`config.mk`:
```
export PLATFORM = sky130hd
export DESIGN_NAME = json_string_unescape_flat
export DESIGN_NICKNAME = d
export VERILOG_FILES = /design/src/rtl/jsu_pkg.sv /design/src/rtl/jsu_ifs.sv /design/src/rtl/jsu_decode.sv /design/src/rtl/jsu_serialize.sv /design/src/rtl/json_string_unescape.sv /design/src/flat_wrapper.sv
export SDC_FILE = /design/constraint.sdc
export NUM_CORES = 1
export LEC_CHECK = 0
export BUFFER_PORTS_ARGS = -buffer_cell sky130_fd_sc_hd__buf_4
export CAP_MARGIN = 20
export CORE_MARGIN = 8
export CORE_UTILIZATION = 65
export CTS_CLUSTER_SIZE = 12
export DETAILED_ROUTE_END_ITERATION = 8
export GPL_TIMING_DRIVEN = 1
export HOLD_SLACK_MARGIN = 0.08
export PLACE_DENSITY = 0.85
export SKIP_LAST_GASP = 1
export SLEW_MARGIN = 40
export SYNTH_ARGS = -nofsm -noshare
export SYNTH_HDL_FRONTEND = slang
export SYNTH_SLANG_ARGS = --single-unit
```
`constraint.sdc`:
```
create_clock -name clk_i -period 11.8 [get_ports clk_i]
set_clock_uncertainty 0.2 [all_clocks]
set_input_delay 1.18 -clock clk_i [delete_from_list [all_inputs] [get_ports clk_i]]
set_output_delay 1.18 -clock clk_i [all_outputs]
set_load 0.01 [all_outputs]
```
`src/rtl/jsu_pkg.sv`:
```
// ----------------------------------------------------------------------------
// jsu_pkg
// Types and codes shared by the string unescaper modules.
// ----------------------------------------------------------------------------
package jsu_pkg;

  typedef enum logic [2:0] {
    ERR_NONE     = 3'd0,
    ERR_CTRL     = 3'd1,
    ERR_UTF8     = 3'd2,
    ERR_ESCAPE   = 3'd3,
    ERR_HEX      = 3'd4,
    ERR_SURR     = 3'd5,
    ERR_END      = 3'd6
  } err_e;

  localparam int unsigned MaxRes = 4;

  // results caused by one input beat
  typedef struct packed {
    logic [2:0]             cnt;    // 0..MaxRes results
    logic [MaxRes-1:0][7:0] bytes;  // bytes[0] goes out first
    logic                   done;
    err_e                   err;
  } grp_t;

endpackage

```
`src/rtl/jsu_ifs.sv`:
```
// ----------------------------------------------------------------------------
// jsu_ifs
// Valid/ready channel interfaces for input bytes and decoded results.
// ----------------------------------------------------------------------------
interface jsu_in_if;
  logic       valid;
  logic       ready;
  logic [7:0] data_byte;
  logic       input_end;

  modport source (output valid, data_byte, input_end, input ready);
  modport sink   (input valid, data_byte, input_end, output ready);
  modport mon    (input valid, ready, data_byte, input_end);
endinterface

interface jsu_out_if;
  logic       valid;
  logic       ready;
  logic [7:0] out_byte;
  logic       byte_valid;
  logic       last;
  logic       string_done;
  logic [2:0] error_code;

  modport source (output valid, out_byte, byte_valid, last, string_done, error_code,
                  input ready);
  modport sink   (input valid, out_byte, byte_valid, last, string_done, error_code,
                  output ready);
  modport mon    (input valid, ready, out_byte, byte_valid, last, string_done,
                  error_code);
endinterface

```
`src/rtl/jsu_decode.sv`:
```
// ----------------------------------------------------------------------------
// jsu_decode
// Escape/UTF-8 state machine; builds the result group of one input beat.
// ----------------------------------------------------------------------------
module jsu_decode (
  input  logic          clk_i,
  input  logic          rst_ni,
  input  logic          accept_i,
  input  logic [7:0]    data_byte_i,
  input  logic          input_end_i,
  output jsu_pkg::grp_t grp_o
);
  import jsu_pkg::*;

  typedef enum logic [2:0] {
    M_NORMAL, M_CONT, M_ESC, M_HEX1, M_SURR_BS, M_SURR_U, M_HEX2
  } mode_e;

  localparam logic [7:0] ChQuote = 8'h22;
  localparam logic [7:0] ChBslash = 8'h5C;
  localparam logic [7:0] ChSlash = 8'h2F;
  localparam logic [7:0] ChB = 8'h62;
  localparam logic [7:0] ChF = 8'h66;
  localparam logic [7:0] ChN = 8'h6E;
  localparam logic [7:0] ChR = 8'h72;
  localparam logic [7:0] ChT = 8'h74;
  localparam logic [7:0] ChU = 8'h75;

  mode_e       mode_q, mode_d;
  logic [15:0] acc_q, acc_d;
  logic [1:0]  hcnt_q, hcnt_d;
  logic [9:0]  hs_q, hs_d;
  logic [1:0]  cont_q, cont_d;

  logic [3:0]  nib;
  logic        nib_ok;
  logic [15:0] acc_n;
  logic [20:0] cp;
  grp_t        enc;

  // hex digit value
  always_comb begin
    nib    = data_byte_i[3:0];
    nib_ok = 1'b1;
    if (data_byte_i inside {[8'h30:8'h39]}) begin
      nib = data_byte_i[3:0];
    end else if (data_byte_i inside {[8'h41:8'h46], [8'h61:8'h66]}) begin
      nib = data_byte_i[3:0] + 4'd9;
    end else begin
      nib_ok = 1'b0;
    end
  end

  assign acc_n = {acc_q[11:0], nib};
  assign cp    = (mode_q == M_HEX2) ? (21'({hs_q, acc_n[9:0]}) + 21'h01_0000)
                                    : {5'd0, acc_n};

  // code point to UTF-8
  always_comb begin
    enc = '0;
    if (cp <= 21'h7F) begin
      enc.cnt      = 3'd1;
      enc.bytes[0] = cp[7:0];
    end else if (cp <= 21'h7FF) begin
      enc.cnt      = 3'd2;
      enc.bytes[0] = {3'b110, cp[10:6]};
      enc.bytes[1] = {2'b10, cp[5:0]};
    end else if (cp <= 21'hFFFF) begin
      enc.cnt      = 3'd3;
      enc.bytes[0] = {4'b1110, cp[15:12]};
      enc.bytes[1] = {2'b10, cp[11:6]};
      enc.bytes[2] = {2'b10, cp[5:0]};
    end else begin
      enc.cnt      = 3'd4;
      enc.bytes[0] = {5'b11110, cp[20:18]};
      enc.bytes[1] = {2'b10, cp[17:12]};
      enc.bytes[2] = {2'b10, cp[11:6]};
      enc.bytes[3] = {2'b10, cp[5:0]};
    end
  end

  always_comb begin
    logic       emit;
    logic [7:0] emit_b;
    logic       use_enc;
    logic       done;
    err_e       err;

    mode_d  = mode_q;
    acc_d   = acc_q;
    hcnt_d  = hcnt_q;
    hs_d    = hs_q;
    cont_d  = cont_q;
    emit    = 1'b0;
    emit_b  = data_byte_i;
    use_enc = 1'b0;
    done    = 1'b0;
    err     = ERR_NONE;
    grp_o   = '0;

    if (input_end_i) begin
      err = ERR_END;
    end else begin
      case (mode_q)
        M_CONT: begin
          if (!(data_byte_i inside {[8'h80:8'hBF]})) begin
            err = ERR_UTF8;
          end else begin
            cont_d = cont_q - 2'd1;
            if (cont_q == 2'd1) mode_d = M_NORMAL;
            emit = 1'b1;
          end
        end
        M_ESC: begin
          mode_d = M_NORMAL;
          case (data_byte_i)
            ChQuote, ChBslash, ChSlash: emit = 1'b1;
            ChB: begin emit = 1'b1; emit_b = 8'h08; end
            ChF: begin emit = 1'b1; emit_b = 8'h0C; end
            ChN: begin emit = 1'b1; emit_b = 8'h0A; end
            ChR: begin emit = 1'b1; emit_b = 8'h0D; end
            ChT: begin emit = 1'b1; emit_b = 8'h09; end
            ChU: begin
              mode_d = M_HEX1;
              acc_d  = '0;
              hcnt_d = '0;
            end
            default: err = ERR_ESCAPE;
          endcase
        end
        M_HEX1, M_HEX2: begin
          if (!nib_ok) begin
            err = ERR_HEX;
          end else begin
            acc_d = acc_n;
            if (hcnt_q != 2'd3) begin
              hcnt_d = hcnt_q + 2'd1;
            end else begin
              hcnt_d = '0;
              if (mode_q == M_HEX1) begin
                if (acc_n inside {[16'hD800:16'hDBFF]}) begin
                  hs_d   = acc_n[9:0];
                  mode_d = M_SURR_BS;
                end else if (acc_n inside {[16'hDC00:16'hDFFF]}) begin
                  err = ERR_SURR;
                end else begin
                  mode_d  = M_NORMAL;
                  use_enc = 1'b1;
                end
              end else if (!(acc_n inside {[16'hDC00:16'hDFFF]})) begin
                err = ERR_SURR;
              end else begin
                mode_d  = M_NORMAL;
                use_enc = 1'b1;
              end
            end
          end
        end
        M_SURR_BS: begin
          if (data_byte_i != ChBslash) err = ERR_SURR;
          else mode_d = M_SURR_U;
        end
        M_SURR_U: begin
          if (data_byte_i != ChU) begin
            err = ERR_SURR;
          end else begin
            mode_d = M_HEX2;
            acc_d  = '0;
            hcnt_d = '0;
          end
        end
        default: begin
          mode_d = M_NORMAL;
          if (data_byte_i == ChQuote) begin
            done = 1'b1;
          end else if (data_byte_i == ChBslash) begin
            mode_d = M_ESC;
          end else if (data_byte_i < 8'h20) begin
            err = ERR_CTRL;
          end else if (data_byte_i <= 8'h7F) begin
            emit = 1'b1;
          end else if (data_byte_i inside {[8'hC0:8'hDF]}) begin
            cont_d = 2'd1; mode_d = M_CONT; emit = 1'b1;
          end else if (data_byte_i inside {[8'hE0:8'hEF]}) begin
            cont_d = 2'd2; mode_d = M_CONT; emit = 1'b1;
          end else if (data_byte_i inside {[8'hF0:8'hF7]}) begin
            cont_d = 2'd3; mode_d = M_CONT; emit = 1'b1;
          end else begin
            err = ERR_UTF8;
          end
        end
      endcase
    end

    if (done || err != ERR_NONE) begin
      // string ends: one status result, state back to reset values
      mode_d    = M_NORMAL;
      acc_d     = '0;
      hcnt_d    = '0;
      hs_d      = '0;
      cont_d    = '0;
      grp_o.cnt  = 3'd1;
      grp_o.done = done;
      grp_o.err  = err;
    end else if (emit) begin
      grp_o.cnt      = 3'd1;
      grp_o.bytes[0] = emit_b;
    end else if (use_enc) begin
      grp_o = enc;
    end
  end

  always_ff @(posedge clk_i or negedge rst_ni) begin
    if (!rst_ni) begin
      mode_q <= M_NORMAL;
      acc_q  <= '0;
      hcnt_q <= '0;
      hs_q   <= '0;
      cont_q <= '0;
    end else if (accept_i) begin
      mode_q <= mode_d;
      acc_q  <= acc_d;
      hcnt_q <= hcnt_d;
      hs_q   <= hs_d;
      cont_q <= cont_d;
    end
  end

endmodule

```
`src/rtl/jsu_serialize.sv`:
```
// ----------------------------------------------------------------------------
// jsu_serialize
// Group register and output register; sends a group one result per beat.
// ----------------------------------------------------------------------------
module jsu_serialize (
  input  logic          clk_i,
  input  logic          rst_ni,
  input  logic          grp_wr_i,
  input  jsu_pkg::grp_t grp_i,
  output logic          grp_free_o,
  input  logic          out_ready_i,
  output logic          out_valid_o,
  output logic [7:0]    out_byte_o,
  output logic          byte_valid_o,
  output logic          last_o,
  output logic          string_done_o,
  output logic [2:0]    error_code_o
);
  import jsu_pkg::*;

  grp_t       grp_q;
  logic       grp_v_q;
  logic [1:0] idx_q;
  logic       out_v_q;

  logic out_load, move, move_last, status;

  assign out_load   = !out_v_q || out_ready_i;
  assign move       = grp_v_q && out_load;
  assign move_last  = move && ({1'b0, idx_q} == (grp_q.cnt - 3'd1));
  assign grp_free_o = !grp_v_q || move_last;
  assign status     = grp_q.done || (grp_q.err != ERR_NONE);

  always_ff @(posedge clk_i or negedge rst_ni) begin
    if (!rst_ni) begin
      grp_v_q <= 1'b0;
      idx_q   <= '0;
      out_v_q <= 1'b0;
    end else begin
      if (grp_wr_i) begin
        grp_v_q <= 1'b1;
        idx_q   <= '0;
      end else if (move_last) begin
        grp_v_q <= 1'b0;
      end else if (move) begin
        idx_q <= idx_q + 2'd1;
      end
      if (out_load) out_v_q <= move;
    end
  end

  // payload registers, no reset
  always_ff @(posedge clk_i) begin
    if (grp_wr_i) grp_q <= grp_i;
    if (move) begin
      out_byte_o    <= grp_q.bytes[idx_q];
      byte_valid_o  <= !status;
      last_o        <= move_last;
      string_done_o <= grp_q.done;
      error_code_o  <= grp_q.err;
    end
  end

  assign out_valid_o = out_v_q;

endmodule

```
`src/rtl/json_string_unescape.sv`:
```
// ----------------------------------------------------------------------------
// json_string_unescape
// JSON string body unescaper with UTF-8 output, one raw byte per input beat.
// ----------------------------------------------------------------------------
//
//   channel  dir  payload                                          handshake
//   in_i     in   data_byte[7:0], input_end                        valid/ready
//   res_o    out  out_byte[7:0], byte_valid, last, string_done,    valid/ready
//                 error_code[2:0]
//
// Input: an input beat is taken every cycle while the group register is free
//   or sends its last result; a beat that causes n > 0 results (n up to 4)
//   keeps the group register until its last result moves on, so the input
//   stalls behind it.
// Path: a beat's results pass the group register, then the output register.
// Reset: clears decoder state and both valid flags; no clearing pass.
// Stalls: the output register keeps its result while res_o.ready is low; the
//   group register still takes one more beat's results behind it.
//
module json_string_unescape (
  input  logic      clk_i,
  input  logic      rst_ni,
  jsu_in_if.sink    in_i,
  jsu_out_if.source res_o
);
  import jsu_pkg::*;

  grp_t grp;          // results of the beat on in_i, combinational
  logic in_accept;
  logic grp_free;

  assign in_i.ready = grp_free;
  assign in_accept  = in_i.valid && grp_free;

  // escape / UTF-8 state machine
  jsu_decode u_decode (
    .clk_i       (clk_i),
    .rst_ni      (rst_ni),
    .accept_i    (in_accept),
    .data_byte_i (in_i.data_byte),
    .input_end_i (in_i.input_end),
    .grp_o       (grp)
  );

  // beats that cause no result leave the group register alone
  jsu_serialize u_serialize (
    .clk_i         (clk_i),
    .rst_ni        (rst_ni),
    .grp_wr_i      (in_accept && (grp.cnt != 3'd0)),
    .grp_i         (grp),
    .grp_free_o    (grp_free),
    .out_ready_i   (res_o.ready),
    .out_valid_o   (res_o.valid),
    .out_byte_o    (res_o.out_byte),
    .byte_valid_o  (res_o.byte_valid),
    .last_o        (res_o.last),
    .string_done_o (res_o.string_done),
    .error_code_o  (res_o.error_code)
  );

endmodule

```
`src/flat_wrapper.sv`:
```
// flat-port wrapper written by rule: the top's interface ports become plain ports
module json_string_unescape_flat import jsu_pkg::*;
  (clk_i, rst_ni, in_i_valid, in_i_data_byte, in_i_input_end, in_i_ready, res_o_valid, res_o_out_byte, res_o_byte_valid, res_o_last, res_o_string_done, res_o_error_code, res_o_ready);
  jsu_in_if in_i_i ();
  jsu_out_if res_o_i ();
  input  logic clk_i;
  input  logic rst_ni;
  input wire logic [$bits(in_i_i.valid)-1:0] in_i_valid;
  input wire logic [$bits(in_i_i.data_byte)-1:0] in_i_data_byte;
  input wire logic [$bits(in_i_i.input_end)-1:0] in_i_input_end;
  output wire logic [$bits(in_i_i.ready)-1:0] in_i_ready;
  output wire logic [$bits(res_o_i.valid)-1:0] res_o_valid;
  output wire logic [$bits(res_o_i.out_byte)-1:0] res_o_out_byte;
  output wire logic [$bits(res_o_i.byte_valid)-1:0] res_o_byte_valid;
  output wire logic [$bits(res_o_i.last)-1:0] res_o_last;
  output wire logic [$bits(res_o_i.string_done)-1:0] res_o_string_done;
  output wire logic [$bits(res_o_i.error_code)-1:0] res_o_error_code;
  input wire logic [$bits(res_o_i.ready)-1:0] res_o_ready;
  assign in_i_i.valid = in_i_valid;
  assign in_i_i.data_byte = in_i_data_byte;
  assign in_i_i.input_end = in_i_input_end;
  assign in_i_ready = in_i_i.ready;
  assign res_o_valid = res_o_i.valid;
  assign res_o_out_byte = res_o_i.out_byte;
  assign res_o_byte_valid = res_o_i.byte_valid;
  assign res_o_last = res_o_i.last;
  assign res_o_string_done = res_o_i.string_done;
  assign res_o_error_code = res_o_i.error_code;
  assign res_o_i.ready = res_o_ready;
  json_string_unescape u_core (.clk_i(clk_i), .rst_ni(rst_ni), .in_i(in_i_i), .res_o(res_o_i));
endmodule
```
==> flow_summary.yaml <==
sta:
  setup_slack_ps: 7324
  setup-violations-final: 0
  fin_crit_sh_pct: 37.93
  slew_headroom_pct: 45.89
  fmax_mhz: 223.4
  grt_setup_unrepaired: "false"
  final_max_slew_viol_count: 0
  tightest_slew_ps: 799.1
  tns_ps: 0
  min_period_ps: 4476
  hold_viol: 0
setup_path:
  r2r_slack_ps: 8040
  critPathArrivalTime_ps: 4390
  r2r-end: "u_core.u_serialize.grp_q[21]"
  end_kind: "flip-flop"
  path_cells: "buf_4, inv_1, ha_1, nor3b_1, o21a_1, a41oi_1, a311o_1, or3_1, nor3_1, a21oi_4, buf_8"
  crit_type: "in2reg"
  reg2reg_from: "u_core.u_decode.mode_q[2]"
  slowest_delay_ps: 670
  critPathMaxFanout: 20
  worstPathRequired_ps: 11710
  reg2reg_depth: 8
  crit_path_start_kind: "primary input"
  slowest_stage: "nor3b_1"
detailed_routing:
  totalWireLength_mm: 12.14
  postRouteAntennaNets: 0
  drt-vias-per-instance: 6.851
  drt_iter0_drc: 477
  wl_per_cell_microns: 21.07
  drcViolationCount: 0
  drt_first_pass_iters: 6
  vias: 3946
logic_synthesis:
  ys.flop_type: "edfxtp_1"
  ys_types: 73
  yosysWarnings: 0
  synth_sequential_area_ratio_pct: 48.00
  syn-num-nets: 479
  synth.avg_cell_area_sq_um: 10.59
  syn_inst: 458
  synth_edf_count: 50
  syn_area_sq_um: 4848
  synthArstFlopShare_pct: 39.76
  ys_seq_elements: 83
run:
  drv_cap: 0
clock_network:
  clk_latency_ps: 360
  cts_sinks: 83
  cts_tree: "built"
  cts_buffers: 9
  cts_root_buffer: "clkbuf_8"
  post_cts_buffers: 0
  ctsHoldBuffers: 0
  clockBufferDepth: 2
  clk_pin_slew_worst_paths_ps: 90
  cts_resized: 0
  h-tree-depth: 3
placement:
  gp_congestion: 0.9284
  hpwl_mm: 8.979
  dp.cells: 559
  dpl_cell_area_sq_um: 5102
  port-buffer-count: 28
  dp_slack_ps: 6881
worst_hold_path:
  hold_path_end: "u_core.u_serialize.error_code_o[2]"
  min_from: "u_core.u_serialize.grp_q[2]"
  hp-class: "reg2reg"
  hold_depth: 0
global_route:
  grt_pass1_vias: 3660
  grt_use_total_pct: 24.51
  grt_max_degree: 34
  antenna_found_initial: 0
  grt_overflow: 0
  grt_pass1_wl_mm: 19.44
die:
  die_area_sq_um: 10480
  die_y_microns: 102.4
  start_util_pct: 66.84
  rows: 31
  placeableCoreArea_sq_um: 7253
  die_w_microns: 102.4
  num_io_pins: 29
cells_and_area:
  finalInstanceArea_sq_um: 5303
  syn_to_final_growth_pct: 9.368
  n_antenna_cell: 0
  drive_gt1_share_pct: 15.72
  stdcell_count: 576
  final_nets: 493
  final.fill_count: 520
power:
  p_leak_uw: 0.002115
  p_total_uw: 909.0
  p_per_area_nw_per_um2: 171.4
  ir_drop_uv: 69.48
status:
  status: "finished clean"
[metal layers]
| layer | wire (microns) | track usage (%) | vias to the layer above |
|---|---|---|---|
| met5 | 0 | 0 | - |
| met4 | 339 | 6.998 | 0 |
| met3 | 1197 | 6.267 | 40 |
| met2 | 5709 | 39.58 | 232 |
| met1 | 4891 | 31.78 | 1899 |
| li1 | - | - | 1775 |
[cell families after synthesis]
| logic type | count (synthesis) | synth area share, % |
|---|---|---|
| AO/OA/AOI/OAI | 134 | 20.98 |
| XOR/XNOR | 9 | 1.626 |
| adder cells (fa/ha/maj) | 8 | 2.065 |
| buffers and inverters | 47 | 4.258 |
| flip-flops | 83 | 48.00 |
| multiplexers | 17 | 5.368 |
| AND/OR/NAND/NOR | 160 | 17.70 |
[critical path, delay by kind of cell]
kind / cells / cell delay [ps]
adders and majority gates: 1 / 180
and+or+nand+nor: 3 / 1540
buffers and inverters: 3 / 460
AOI/OAI and AO/OA: 4 / 1010
[cell usage in the layout, fill, tap and decap left out, drive strengths merged, types with 11 or more instances in the layout]
cell type,count
nand2,41
nand2b,11
nand3,15
o21ai,19
buf,32
a22o,25
inv,22
dfrtp,33
edfxtp,50
a21oi,18
nor2,35
[sequential cells by signal (all words and copies together) (netlist names)]
name,count
u_core.u_serialize.grp_q,36
u_core.u_decode.acc_q,12
u_core.u_decode.hs_q,10
u_core.u_serialize.out_byte_o,8
u_core.u_decode.mode_q,3
u_core.u_serialize.error_code_o,3
u_core.u_decode.cont_q,2
u_core.u_decode.hcnt_q,2
u_core.u_serialize.idx_q,2
u_core.u_serialize.byte_valid_o,1
u_core.u_serialize.grp_v_q,1
u_core.u_serialize.last_o,1
u_core.u_serialize.out_valid_o,1
u_core.u_serialize.string_done_o,1
[worst max-delay path by stage]
stage          cells after the start                      endpoint              start  slack (ps)
2_1_floorplan                      9   u_core.u_serialize.grp_q[0]  in_i_data_byte[4]        6370
3_3_place_gp                       8  u_core.u_serialize.grp_q[24]  in_i_data_byte[3]        6810
3_5_place_dp                       9  u_core.u_serialize.grp_q[24]  in_i_data_byte[3]        6880
4_1_cts                            9  u_core.u_serialize.grp_q[21]  in_i_data_byte[3]        7260
5_1_grt                           11  u_core.u_serialize.grp_q[21]  in_i_data_byte[0]        7150
6_report                          11  u_core.u_serialize.grp_q[21]  in_i_data_byte[0]        7320
[metrics by stage]
stage / hold slack [ps] / utilization (%)
floorplan: 226.8 / -
global placement: 240.0 / 69.98
detailed placement: 251.4 / 70.35
CTS: 265.2 / 72.85
global route: 291.7 / 73.11
finish: 277.4 / 73.11
[cell type report]
cell class | count | area [sq um] | area share (%)
inverters | 18 | 67.56 | 1.274
well taps | 99 | 123.9 | 2.336
flip-flops and latches | 83 | 2327 | 43.89
repair buffers | 32 | 247.7 | 4.672
clock buffers | 9 | 123.9 | 2.336
clock inverters | 7 | 57.56 | 1.085
multi-input cells | 328 | 2355 | 44.41
[Yosys cell counts, types with 4 or more instances]
cell	count	area, sq um
buf_2	9	45.04
ha_1	8	100.1
nand2b_1	11	68.82
mux2i_1	8	80.08
and3_1	7	43.79
o211ai_1	7	52.55
nor3_1	7	35.03
a22o_1	25	219.0
or3_1	4	25.02
xor2_1	4	35.03
edfxtp_1	50	1501
clkbuf_1	14	52.55
nand2_1	41	153.9
o22ai_1	8	50.05
nor3b_1	6	45.04
o21ai_0	19	95.09
a21oi_1	18	90.09
and2_1	4	25.02
nor2b_1	5	31.28
nor2_1	35	131.4
a211oi_1	5	37.54
inv_1	18	67.56
mux4_2	7	157.7
a31oi_1	9	56.30
xnor2_1	5	43.79
dfrtp_1	33	825.8
nand3_1	15	75.07
a21o_1	5	37.54
[where the power goes]
group | switching [uW] | internal [uW]
clock network | 112 | 79.6
logic | 171 | 122
registers | 47.7 | 377
No activity file was read; power rests on OpenSTA's default activity.
